===== src/hw/rtl/i2da_pkg.sv =====
// shared types and constants for the integer to decimal ascii converter
package i2da_pkg;

	localparam int MAX_WIDTH  = 32;
	localparam int VALUE_W    = 64;
	localparam int NUM_DIGITS = 20;
	localparam int DIGIT_W    = 4;
	localparam int CNT_W      = $clog2(VALUE_W);
	localparam int ND_W       = $clog2(NUM_DIGITS + 1);
	localparam int LEN_W      = ($clog2(MAX_WIDTH + 1) > 6) ? $clog2(MAX_WIDTH + 1) : 6;

	localparam logic [7:0] CHAR_ZERO  = 8'h30;
	localparam logic [7:0] CHAR_MINUS = 8'h2d;

	typedef enum logic [1:0] {
		CELL_HOLD,
		CELL_CLEAR,
		CELL_DABBLE,
		CELL_SHIFT
	} cell_op_t;

	typedef struct packed {
		logic [63:0] value_bits;
		logic        mode;
		logic [5:0]  min_width;
	} item_t;

	typedef struct packed {
		logic [7:0] char_code;
		logic [5:0] text_length;
		logic       last_char;
	} text_t;

endpackage


===== src/hw/rtl/i2da_cell.sv =====
// one bcd digit cell of the conversion chain
module i2da_cell (
	input  logic                             clk,
	input  i2da_pkg::cell_op_t               op,
	input  logic                             bit_in,
	input  logic [i2da_pkg::DIGIT_W-1:0]     digit_in,
	output logic                             bit_out,
	output logic [i2da_pkg::DIGIT_W-1:0]     digit
);
	import i2da_pkg::*;

	logic [DIGIT_W-1:0] digit_q;
	logic [DIGIT_W-1:0] adj;

	// add three before the shift when the digit would overflow past nine
	always_comb begin
		adj = (digit_q >= DIGIT_W'(5)) ? digit_q + DIGIT_W'(3) : digit_q;
	end

	assign bit_out = adj[DIGIT_W-1];
	assign digit   = digit_q;

	always_ff @(posedge clk) begin
		case (op)
			CELL_CLEAR:  digit_q <= '0;
			CELL_DABBLE: digit_q <= {adj[DIGIT_W-2:0], bit_in};
			CELL_SHIFT:  digit_q <= digit_in;
			default:     digit_q <= digit_q;
		endcase
	end

endmodule


===== src/hw/rtl/integer_to_decimal_ascii.sv =====
// Converts a 64-bit value to decimal ASCII text, one character per transfer,
// most significant first. A row of twenty BCD digit cells takes the magnitude
// in one bit per cycle, then leading zero digits are shifted out at one per
// cycle until the top digit is non-zero or one digit is left, a setup state
// works out the length, and one character leaves per cycle while the output
// is not stalled. The next item is taken in the cycle after the final
// character enters the output register.
module integer_to_decimal_ascii (
	input  logic            clk,
	input  logic            arst_n,
	input  logic            item_valid,
	output logic            item_stall,
	input  i2da_pkg::item_t item,
	output logic            text_valid,
	input  logic            text_stall,
	output i2da_pkg::text_t text
);
	import i2da_pkg::*;

	typedef enum logic [2:0] {
		ST_IDLE,
		ST_CONV,
		ST_SKIP,
		ST_SETUP,
		ST_EMIT
	} state_t;

	state_t               state_q;
	logic [VALUE_W-1:0]   bin_q;
	logic [CNT_W-1:0]     cnt_q;
	logic [ND_W-1:0]      nd_q;
	logic                 neg_q;
	logic [LEN_W-1:0]     width_q;
	logic [LEN_W-1:0]     pad_q;
	logic [LEN_W-1:0]     rem_q;
	logic [LEN_W-1:0]     total_q;
	logic                 text_valid_q;
	text_t                text_q;

	cell_op_t             op;
	logic                 accept;
	logic                 emit_load;
	logic                 skip_now;
	logic                 neg_in;
	logic [VALUE_W-1:0]   mag_in;
	logic [LEN_W-1:0]     width_in;
	logic [LEN_W-1:0]     nd_len;
	logic [DIGIT_W-1:0]   top_digit;
	logic [7:0]           next_char;

	logic [NUM_DIGITS-1:0]  carry;
	logic [DIGIT_W-1:0]     digits [NUM_DIGITS];

	for (genvar i = 0; i < NUM_DIGITS; i++) begin : g_cell
		if (i == 0) begin : g_first
			i2da_cell u_cell (
				.clk      (clk),
				.op       (op),
				.bit_in   (bin_q[VALUE_W-1]),
				.digit_in ('0),
				.bit_out  (carry[i]),
				.digit    (digits[i])
			);
		end else begin : g_rest
			i2da_cell u_cell (
				.clk      (clk),
				.op       (op),
				.bit_in   (carry[i-1]),
				.digit_in (digits[i-1]),
				.bit_out  (carry[i]),
				.digit    (digits[i])
			);
		end
	end

	assign top_digit  = digits[NUM_DIGITS-1];
	assign item_stall = (state_q != ST_IDLE);
	assign accept     = item_valid && !item_stall;
	assign emit_load  = (state_q == ST_EMIT) && (!text_valid_q || !text_stall);
	assign skip_now   = (top_digit == '0) && (nd_q > ND_W'(1));
	assign neg_in     = item.mode && item.value_bits[VALUE_W-1];
	assign mag_in     = neg_in ? (~item.value_bits + VALUE_W'(1)) : item.value_bits;
	assign width_in   = (32'(item.min_width) > MAX_WIDTH) ? LEN_W'(MAX_WIDTH)
	                                                      : LEN_W'(item.min_width);
	assign nd_len     = LEN_W'(nd_q);

	always_comb begin
		if (neg_q) begin
			next_char = CHAR_MINUS;
		end else if (pad_q != '0) begin
			next_char = CHAR_ZERO;
		end else begin
			next_char = CHAR_ZERO + {4'b0, top_digit};
		end
	end

	always_comb begin
		case (state_q)
			ST_IDLE: op = accept ? CELL_CLEAR : CELL_HOLD;
			ST_CONV: op = CELL_DABBLE;
			ST_SKIP: op = skip_now ? CELL_SHIFT : CELL_HOLD;
			ST_EMIT: op = (emit_load && !neg_q && pad_q == '0) ? CELL_SHIFT : CELL_HOLD;
			default: op = CELL_HOLD;
		endcase
	end

	always_ff @(posedge clk or negedge arst_n) begin
		if (!arst_n) begin
			state_q      <= ST_IDLE;
			bin_q        <= '0;
			cnt_q        <= '0;
			nd_q         <= '0;
			neg_q        <= 1'b0;
			width_q      <= '0;
			pad_q        <= '0;
			rem_q        <= '0;
			total_q      <= '0;
			text_valid_q <= 1'b0;
			text_q       <= '0;
		end else begin
			if (emit_load) begin
				text_valid_q <= 1'b1;
			end else if (!text_stall) begin
				text_valid_q <= 1'b0;
			end
			case (state_q)
				ST_IDLE: begin
					if (accept) begin
						bin_q   <= mag_in;
						neg_q   <= neg_in;
						width_q <= width_in;
						cnt_q   <= '0;
						nd_q    <= ND_W'(NUM_DIGITS);
						state_q <= ST_CONV;
					end
				end
				ST_CONV: begin
					bin_q <= bin_q << 1;
					cnt_q <= cnt_q + CNT_W'(1);
					if (cnt_q == CNT_W'(VALUE_W - 1)) begin
						state_q <= ST_SKIP;
					end
				end
				ST_SKIP: begin
					if (skip_now) begin
						nd_q <= nd_q - ND_W'(1);
					end else begin
						state_q <= ST_SETUP;
					end
				end
				ST_SETUP: begin
					if (neg_q) begin
						total_q <= nd_len + LEN_W'(1);
						rem_q   <= nd_len + LEN_W'(1);
						pad_q   <= '0;
					end else if (width_q > nd_len) begin
						total_q <= width_q;
						rem_q   <= width_q;
						pad_q   <= width_q - nd_len;
					end else begin
						total_q <= nd_len;
						rem_q   <= nd_len;
						pad_q   <= '0;
					end
					state_q <= ST_EMIT;
				end
				ST_EMIT: begin
					if (emit_load) begin
						text_q.char_code      <= next_char;
						text_q.text_length    <= total_q[5:0];
						text_q.last_char      <= (rem_q == LEN_W'(1));
						rem_q                 <= rem_q - LEN_W'(1);
						if (neg_q) begin
							neg_q <= 1'b0;
						end else if (pad_q != '0) begin
							pad_q <= pad_q - LEN_W'(1);
						end
						if (rem_q == LEN_W'(1)) begin
							state_q <= ST_IDLE;
						end
					end
				end
				default: state_q <= ST_IDLE;
			endcase
		end
	end

	assign text_valid = text_valid_q;
	assign text       = text_q;

endmodule


===== config.mk =====
export PLATFORM = sky130hd
export DESIGN_NAME = integer_to_decimal_ascii
export DESIGN_NICKNAME = d
export VERILOG_FILES = /design/src/hw/rtl/i2da_pkg.sv /design/src/hw/rtl/i2da_cell.sv /design/src/hw/rtl/integer_to_decimal_ascii.sv
export SDC_FILE = /design/constraint.sdc
export NUM_CORES = 1
export LEC_CHECK = 0
export BUFFER_PORTS_ARGS = -buffer_cell sky130_fd_sc_hd__buf_2
export CORE_ASPECT_RATIO = 0.75
export CORE_MARGIN = 2
export CORE_UTILIZATION = 40
export DETAILED_ROUTE_END_ITERATION = 8
export GPL_TIMING_DRIVEN = 0
export PLACE_DENSITY = 0.64
export SLEW_MARGIN = 20
export SYNTH_ARGS = -nofsm -noshare
export SYNTH_HDL_FRONTEND = slang
export SYNTH_SLANG_ARGS = --single-unit

===== constraint.sdc =====
create_clock -name clk -period 7.74 [get_ports clk]
set_input_delay 0.387 -clock clk [delete_from_list [all_inputs] [get_ports clk]]
set_output_delay 0.387 -clock clk [all_outputs]
set_load 0.02 [all_outputs]

== After elaboration in Yosys (flattened, before gate mapping) ==
Index checks and enable logic that the tools add are counted.
Word-level totals
  logic and storage cells: 210
  bits in registers: 199
  input bits: 75
Cells by class
  add/sub/neg operators: 28
  multiplexer cells: 76
  magnitude comparators: 23
  equality and inequality tests: 18
  reduce and logical (&&, ||, !) cells: 31
  bitwise operators: 1
Operator list (number)
  $pmux 4 s3: 19
  $mux 64: 2
  $pmux 64 s2: 1
  $ge 4x3->1 const B: 20
  $add 4x2->4 const B: 19
  $mux 4: 19
  $add 64x1->64 const B: 1
  $not 64->64: 1
  $mux 6: 10
  $pmux 6 s2: 3
  $mux 3: 6
  $pmux 3 s5: 1
  $ne 2x2->1 const B: 6
  $sub 6x1->6 const B: 2
  $mux 5: 2
  $pmux 5 s2: 1
  $reduce_bool 2->1: 5
  $mux 8: 1
  $pmux 2 s4: 1
  $pmux 4 s2: 1
  $reduce_and 2->1: 4
  $add 6x4->7 const A: 1
  $mux 7: 1
  $add 5x1->6 const B: 1
  30 further kinds: 49

== Logic depth before layout (Yosys ltp) ==
  depth after elaboration: 10
  mapped depth: 10

== Hierarchy ==
A second synthesis with hierarchy kept.
Second synthesis, totals
  cell total of the unflattened synthesis: 1425
  area, all modules: 13162.6 um^2
By module, submodules not included
  integer_to_decimal_ascii: times used 1, cells each 845, area an instance 7181.9 um^2
  i2da_cell: times used 20, cells each 29, area an instance 299.0 um^2

== Least setup slack after synthesis ==
OpenSTA, ideal clock, no wires.
  kind: flip-flop to flip-flop
  start: register nd_q[1]
  end: register g_cell[0].g_first.u_cell.digit_q[0], enable pin
  period minus slack after synthesis: 4094 ps
  data required time: 7299 ps
  cell stages (with the launch flop): 10
  path slack: 3646 ps
  arrival time: 3653 ps
  path buffers: 2
  cells stage by stage: dfrtp_1 > inv_1 > ha_1 > o21bai_1 > a211oi_1 > a21o_1 > buf_2 > nor2_1 > clkbuf_1 > nand2_1
Between the ends
  longest elaborated chain between the ends: 7
  elaborated cells between the ends (all ways): 9
  classes of those cells: order compare (1); eq/ne (3); mux (2); reduce/logical (3)
Ends and longest elaborated chain
  from (decl): RTL line integer_to_decimal_ascii.sv:31  | logic [ND_W-1:0] nd_q;
  from (signal assigned): RTL line integer_to_decimal_ascii.sv:133  | nd_q <= ND_W'(NUM_DIGITS);
  from (signal assigned): RTL line integer_to_decimal_ascii.sv:146  | nd_q <= nd_q - ND_W'(1);
  $gt 5x1->1 (*): RTL line integer_to_decimal_ascii.sv:80  | assign skip_now = (top_digit == '0) && (nd_q > ND_W'(1));
  $logic_and 1x1->1 (*): RTL line integer_to_decimal_ascii.sv:80
  $mux 2 (*): RTL line integer_to_decimal_ascii.sv:101  | ST_SKIP: op = skip_now ? CELL_SHIFT : CELL_HOLD;
  $pmux 2 s4 (*): RTL line integer_to_decimal_ascii.sv:98  | case (state_q)
  $eq 2x1->1 / $eq 2x2->1 (equally long branches): RTL line i2da_cell.sv:24  | case (op)
  $reduce_or 2->1 (no line)
  $reduce_bool 2->1 (no line) (*)
  to (signal assigned): RTL line i2da_cell.sv:26  | CELL_DABBLE: digit_q <= {adj[DIGIT_W-2:0], bit_in};
  to (signal assigned): RTL line i2da_cell.sv:27  | CELL_SHIFT: digit_q <= digit_in;
  to (signal assigned): RTL line i2da_cell.sv:28  | default: digit_q <= digit_q;
  to (decl): RTL line i2da_cell.sv:12  | logic [DIGIT_W-1:0] digit_q;
Mark *: on every way between the ends. The rest lies on a longest branch, timed or not.
A chain may end at the register's enable or synchronous reset.

== Worst setup path after layout ==
  start: register nd_q[1]
  end: register g_cell[19].g_rest.u_cell.digit_q[1], enable pin
Between the ends
  longest elaborated chain between the ends: 6
  elaborated cells between the ends (all ways): 8
  classes of those cells: order compare (1); eq/ne (3); mux (2); reduce/logical (2)
Ends and longest elaborated chain (RTL line)
  $gt 5x1->1 (*): integer_to_decimal_ascii.sv:80
  $logic_and 1x1->1 (*): integer_to_decimal_ascii.sv:80
  $mux 2 (*): integer_to_decimal_ascii.sv:101
  $pmux 2 s4 (*): integer_to_decimal_ascii.sv:98
  $eq 2x1->1 / $eq 2x2->1 (equally long branches): i2da_cell.sv:24
  $reduce_bool 3->1 (no line) (*)
  to (signal assigned): i2da_cell.sv:26
  to (signal assigned): i2da_cell.sv:27
  to (signal assigned): i2da_cell.sv:28
  to (decl): i2da_cell.sv:12
Marked as above.

==> impl_metrics.py <==
metrics = {
    "cts": {
        "cts_tree": "yes",
        "cts_inserted_buffers": 17,
        "hold_buffers": 1,
        "clk_pin_slew_worst_paths_ns": 0.07,
        "clockBufferDepth": 2,
        "insertion_delay_ns": 0.45,
        "clock-sinks": 197,
        "cts_setup_buffers": 0,
        "cts.repair.resized": 0,
        "cts.htree.levels": 4,
        "root_buffer": "clkbuf_16",
    },
    "timing": {
        "setup_slack_ns": 3.89,
        "period_share_pct": 49.7,
        "fin_worst_skew_ns": 0.0133,
        "rsz0062_at_grt": "false",
        "worstMarginPinSlew_ns": 1.06,
        "finalHoldViolations": 0,
        "max_slew_margin_pct": 28.9,
        "setup_viol": 0,
        "timing.fmax_ghz": 0.260,
        "finalSetupTns_ns": 0,
        "maxSlewViolCount": 0,
        "finalCriticalPeriod_ns": 3.85,
    },
    "setup_path": {
        "worst_path_max_delay_cell": "a211oi_1",
        "startpoint_type": "register",
        "path_class": "reg -> reg",
        "path_cells": "inv_1, ha_1, o21bai_1, a211oi_1, a21o_1, buf_2, nor2_1, clkbuf_1, nand2_4, buf_12",
        "max_stage_delay_ns": 0.67,
        "cp.arrival_ns": 3.99,
        "critPathTopFamily": "buffers and inverters",
        "cp_data_required_time_ns": 7.88,
        "cp_num_buf_inv": 4,
        "end_kind": "register",
        "crit_fanout": 42,
    },
    "worst_hold_path": {
        "min_path_type": "in -> reg",
    },
    "floorplan": {
        "die_h_um": 155,
        "die_area_sq_um": 31900,
        "core_area_sq_um": 30100,
        "row_count": 55,
        "die_x_um": 206,
        "initial_core_util_pct": 40.6,
        "num_io_pins": 92,
    },
    "drt": {
        "wire_per_inst_um": 17.7,
        "dr.pass1.iters": 6,
        "totalWireLength_mm": 33.5,
        "postRouteAntennaNets": 0,
        "route.detailed.drc": 0,
        "drtIter0Drc": 813,
        "vias_per_cell": 5.65,
        "vias": 10700,
    },
    "pwr": {
        "power-per-cell-area_nw_per_um2": 418,
        "clkPwrFrac_pct": 15.9,
        "comb_power_share_pct": 46.1,
        "p_int_w": 0.00322,
        "p_leak_nw": 5.60,
        "p_total_w": 0.00578,
        "p_sw_w": 0.00255,
        "sw_frac_of_total_pct": 44.2,
        "seqPwrFrac_pct": 38.0,
        "vdd_drop_max_mv": 0.198,
    },
    "logic_synthesis": {
        "synth_top_family_by_area": "compound AO/OA/AOI/OAI gates",
        "ys_seq_area_share_pct": 43.7,
        "yosys.area_share.simple_pct": 18.6,
        "ys_warn_count": 0,
        "synth-adder-area-share_pct": 5.70,
        "ys_ff_latch": 197,
        "yosys.area.top_type": "dfrtp_1",
        "synth-edff-count": 80,
        "synth.top_cell.area_share_pct": 24.0,
        "avgSynthCellArea_sq_um": 8.92,
        "ys_top_cells_by_area": "dfrtp_1, edfxtp_1, o21ai_0, nand2_1, ha_1",
        "synth_cells": 1368,
        "synth_mux_area_share_pct": 2.15,
        "synthFlopType": "dfrtp_1",
        "async_flop_share_pct": 59.4,
        "syn_area_sq_um": 12200,
        "synth_compound_gate_area_share_pct": 20.7,
        "synthDistinctLibCells": 68,
        "synth_xor_area_share_pct": 4.95,
    },
    "grt": {
        "grt_overflow": 0,
        "grt_use_met1_pct": 32.6,
        "antenna_found_initial": 2,
        "top_usage_layer": "met1",
        "grt_usage_pct": 21.5,
        "grt_max_degree": 78,
        "grt_pass1_vias": 10000,
        "grt_pass1_wl_mm": 54.0,
        "gr-usage-met2_pct": 30.9,
        "grtUsageMet3_pct": 4.46,
    },
    "finish": {
        "layout_commonest_cell": "nand2_1",
        "num-fill-cells": 2907,
        "synthToLayoutAreaGrowth_pct": 13.2,
        "finalNetCount": 1610,
        "drive_above_1_share_pct": 9.91,
        "stdcell_count": 1894,
        "final_cell_mix": "nand2_1, o21ai_0, nor2_1",
    },
    "placement": {
        "hpwl_mm": 23.7,
        "dp_slack_ns": 3.90,
        "io_buffers": 89,
        "gp_congestion": 0.893,
        "dp.cells": 1859,
    },
    "flow_run": {
        "cap_violations": 0,
    },
    "status": {
        "status": "finished, final reports clean",
    },
}
worst min-delay path, stage by stage:
cell,delay (ns)
buf_2,0.08
nand3b_1,0.06
o21ai_0,0.07
routing by layer:
layer / wire, um / share of wire [%]
met1: 16700 / 50
met2: 14100 / 42
met3: 2290 / 6.8
met4: 435 / 1.3
met5: 0 / 0
registers in the layout (all words and copies together), names as in the netlist:
name                         cells
text                            13
g_cell.g_first.u_cell.digit      4
rem_q                            6
width_q                          6
state_q                          3
g_cell.g_rest.u_cell.digit      76
text_valid                       1
cnt_q                            6
neg_q                            1
total_q                          6
nd_q                             5
bin_q                           64
pad_q                            6
Yosys cell counts, types with 3 or more instances:
library cell / number
nand2b_1: 30
o31ai_1: 14
o41ai_1: 7
or3_1: 15
mux2i_1: 24
o221ai_1: 4
nand4_1: 5
a31oi_1: 7
xor2_1: 27
nand2_1: 186
buf_2: 4
nor3_1: 27
and2_1: 5
nor2_1: 128
buf_1: 7
and3_1: 8
dfrtp_1: 117
a221o_1: 3
nand3_1: 17
a22oi_1: 40
a311oi_1: 19
a22o_1: 18
nand3b_1: 6
or2_2: 7
a211oi_1: 6
o211ai_1: 4
o21ai_0: 152
inv_1: 65
a21o_1: 7
nor3b_1: 20
edfxtp_1: 80
o21a_1: 3
clkbuf_1: 52
nor4_1: 6
a21oi_1: 106
xnor2_1: 42
or4_1: 6
ha_1: 54
cells by family after synthesis:
logic type	after synthesis
muxes	26
AOI/OAI and AO/OA	410
other	1
adders and majority gates	55
buffers and inverters	131
xor gates and xnor gates	69
DFF	197
and+or+nand+nor	479
power by group through the flow:
stage	registers, W	logic, W	clock network, W
after floorplan	0.00213	0.00190	0
after global placement	0.00223	0.00254	0
after detailed placement	0.00220	0.00265	0
after CTS	0.00219	0.00266	0.000933
after global routing	0.00227	0.00301	0.000976
final	0.00220	0.00266	0.000918
path summary, 6_finish.rpt:
kind | end | slack, ns | startpoint | cells past startpoint
worst max-delay path | g_cell[19].g_rest.u_cell.digit[1] | 3.89 | nd_q[1] | 10
min in group asynchronous | width_q[4] | 0.41 | arst_n | 2
worst min-delay path | width_q[4] | 0.18 | item[4] | 3
worst max register to register | g_cell[19].g_rest.u_cell.digit[1] | 3.89 | nd_q[1] | 10
worst min register to register | text[12] | 0.47 | text[12] | 1
max in group asynchronous | bin_q[34] | 6.61 | arst_n | 3
area by class of cell:
type	count	area (sq um)	area share, %
timing repair buffer	92	509	3.69
clock buffer	18	429	3.11
tap	399	499	3.62
multi-input combinational	1041	6370	46.1
buffer	66	268	1.94
antenna	2	5.00	0.0362
clock inverter	14	153	1.11
inverter	65	244	1.77
sequential	197	5330	38.6
through the flow:
stage               utilization [%]  cell area [sq um]  hold slack (ns)
floorplan                         -              12200           0.0914
global placement               43.7              13100            0.445
detailed placement             43.9              13200            0.336
CTS                            45.9              13800            0.162
global route                   45.9              13800            0.165
finish                         45.9              13800            0.176
Note: power is estimated with default switching activity, not from simulation.
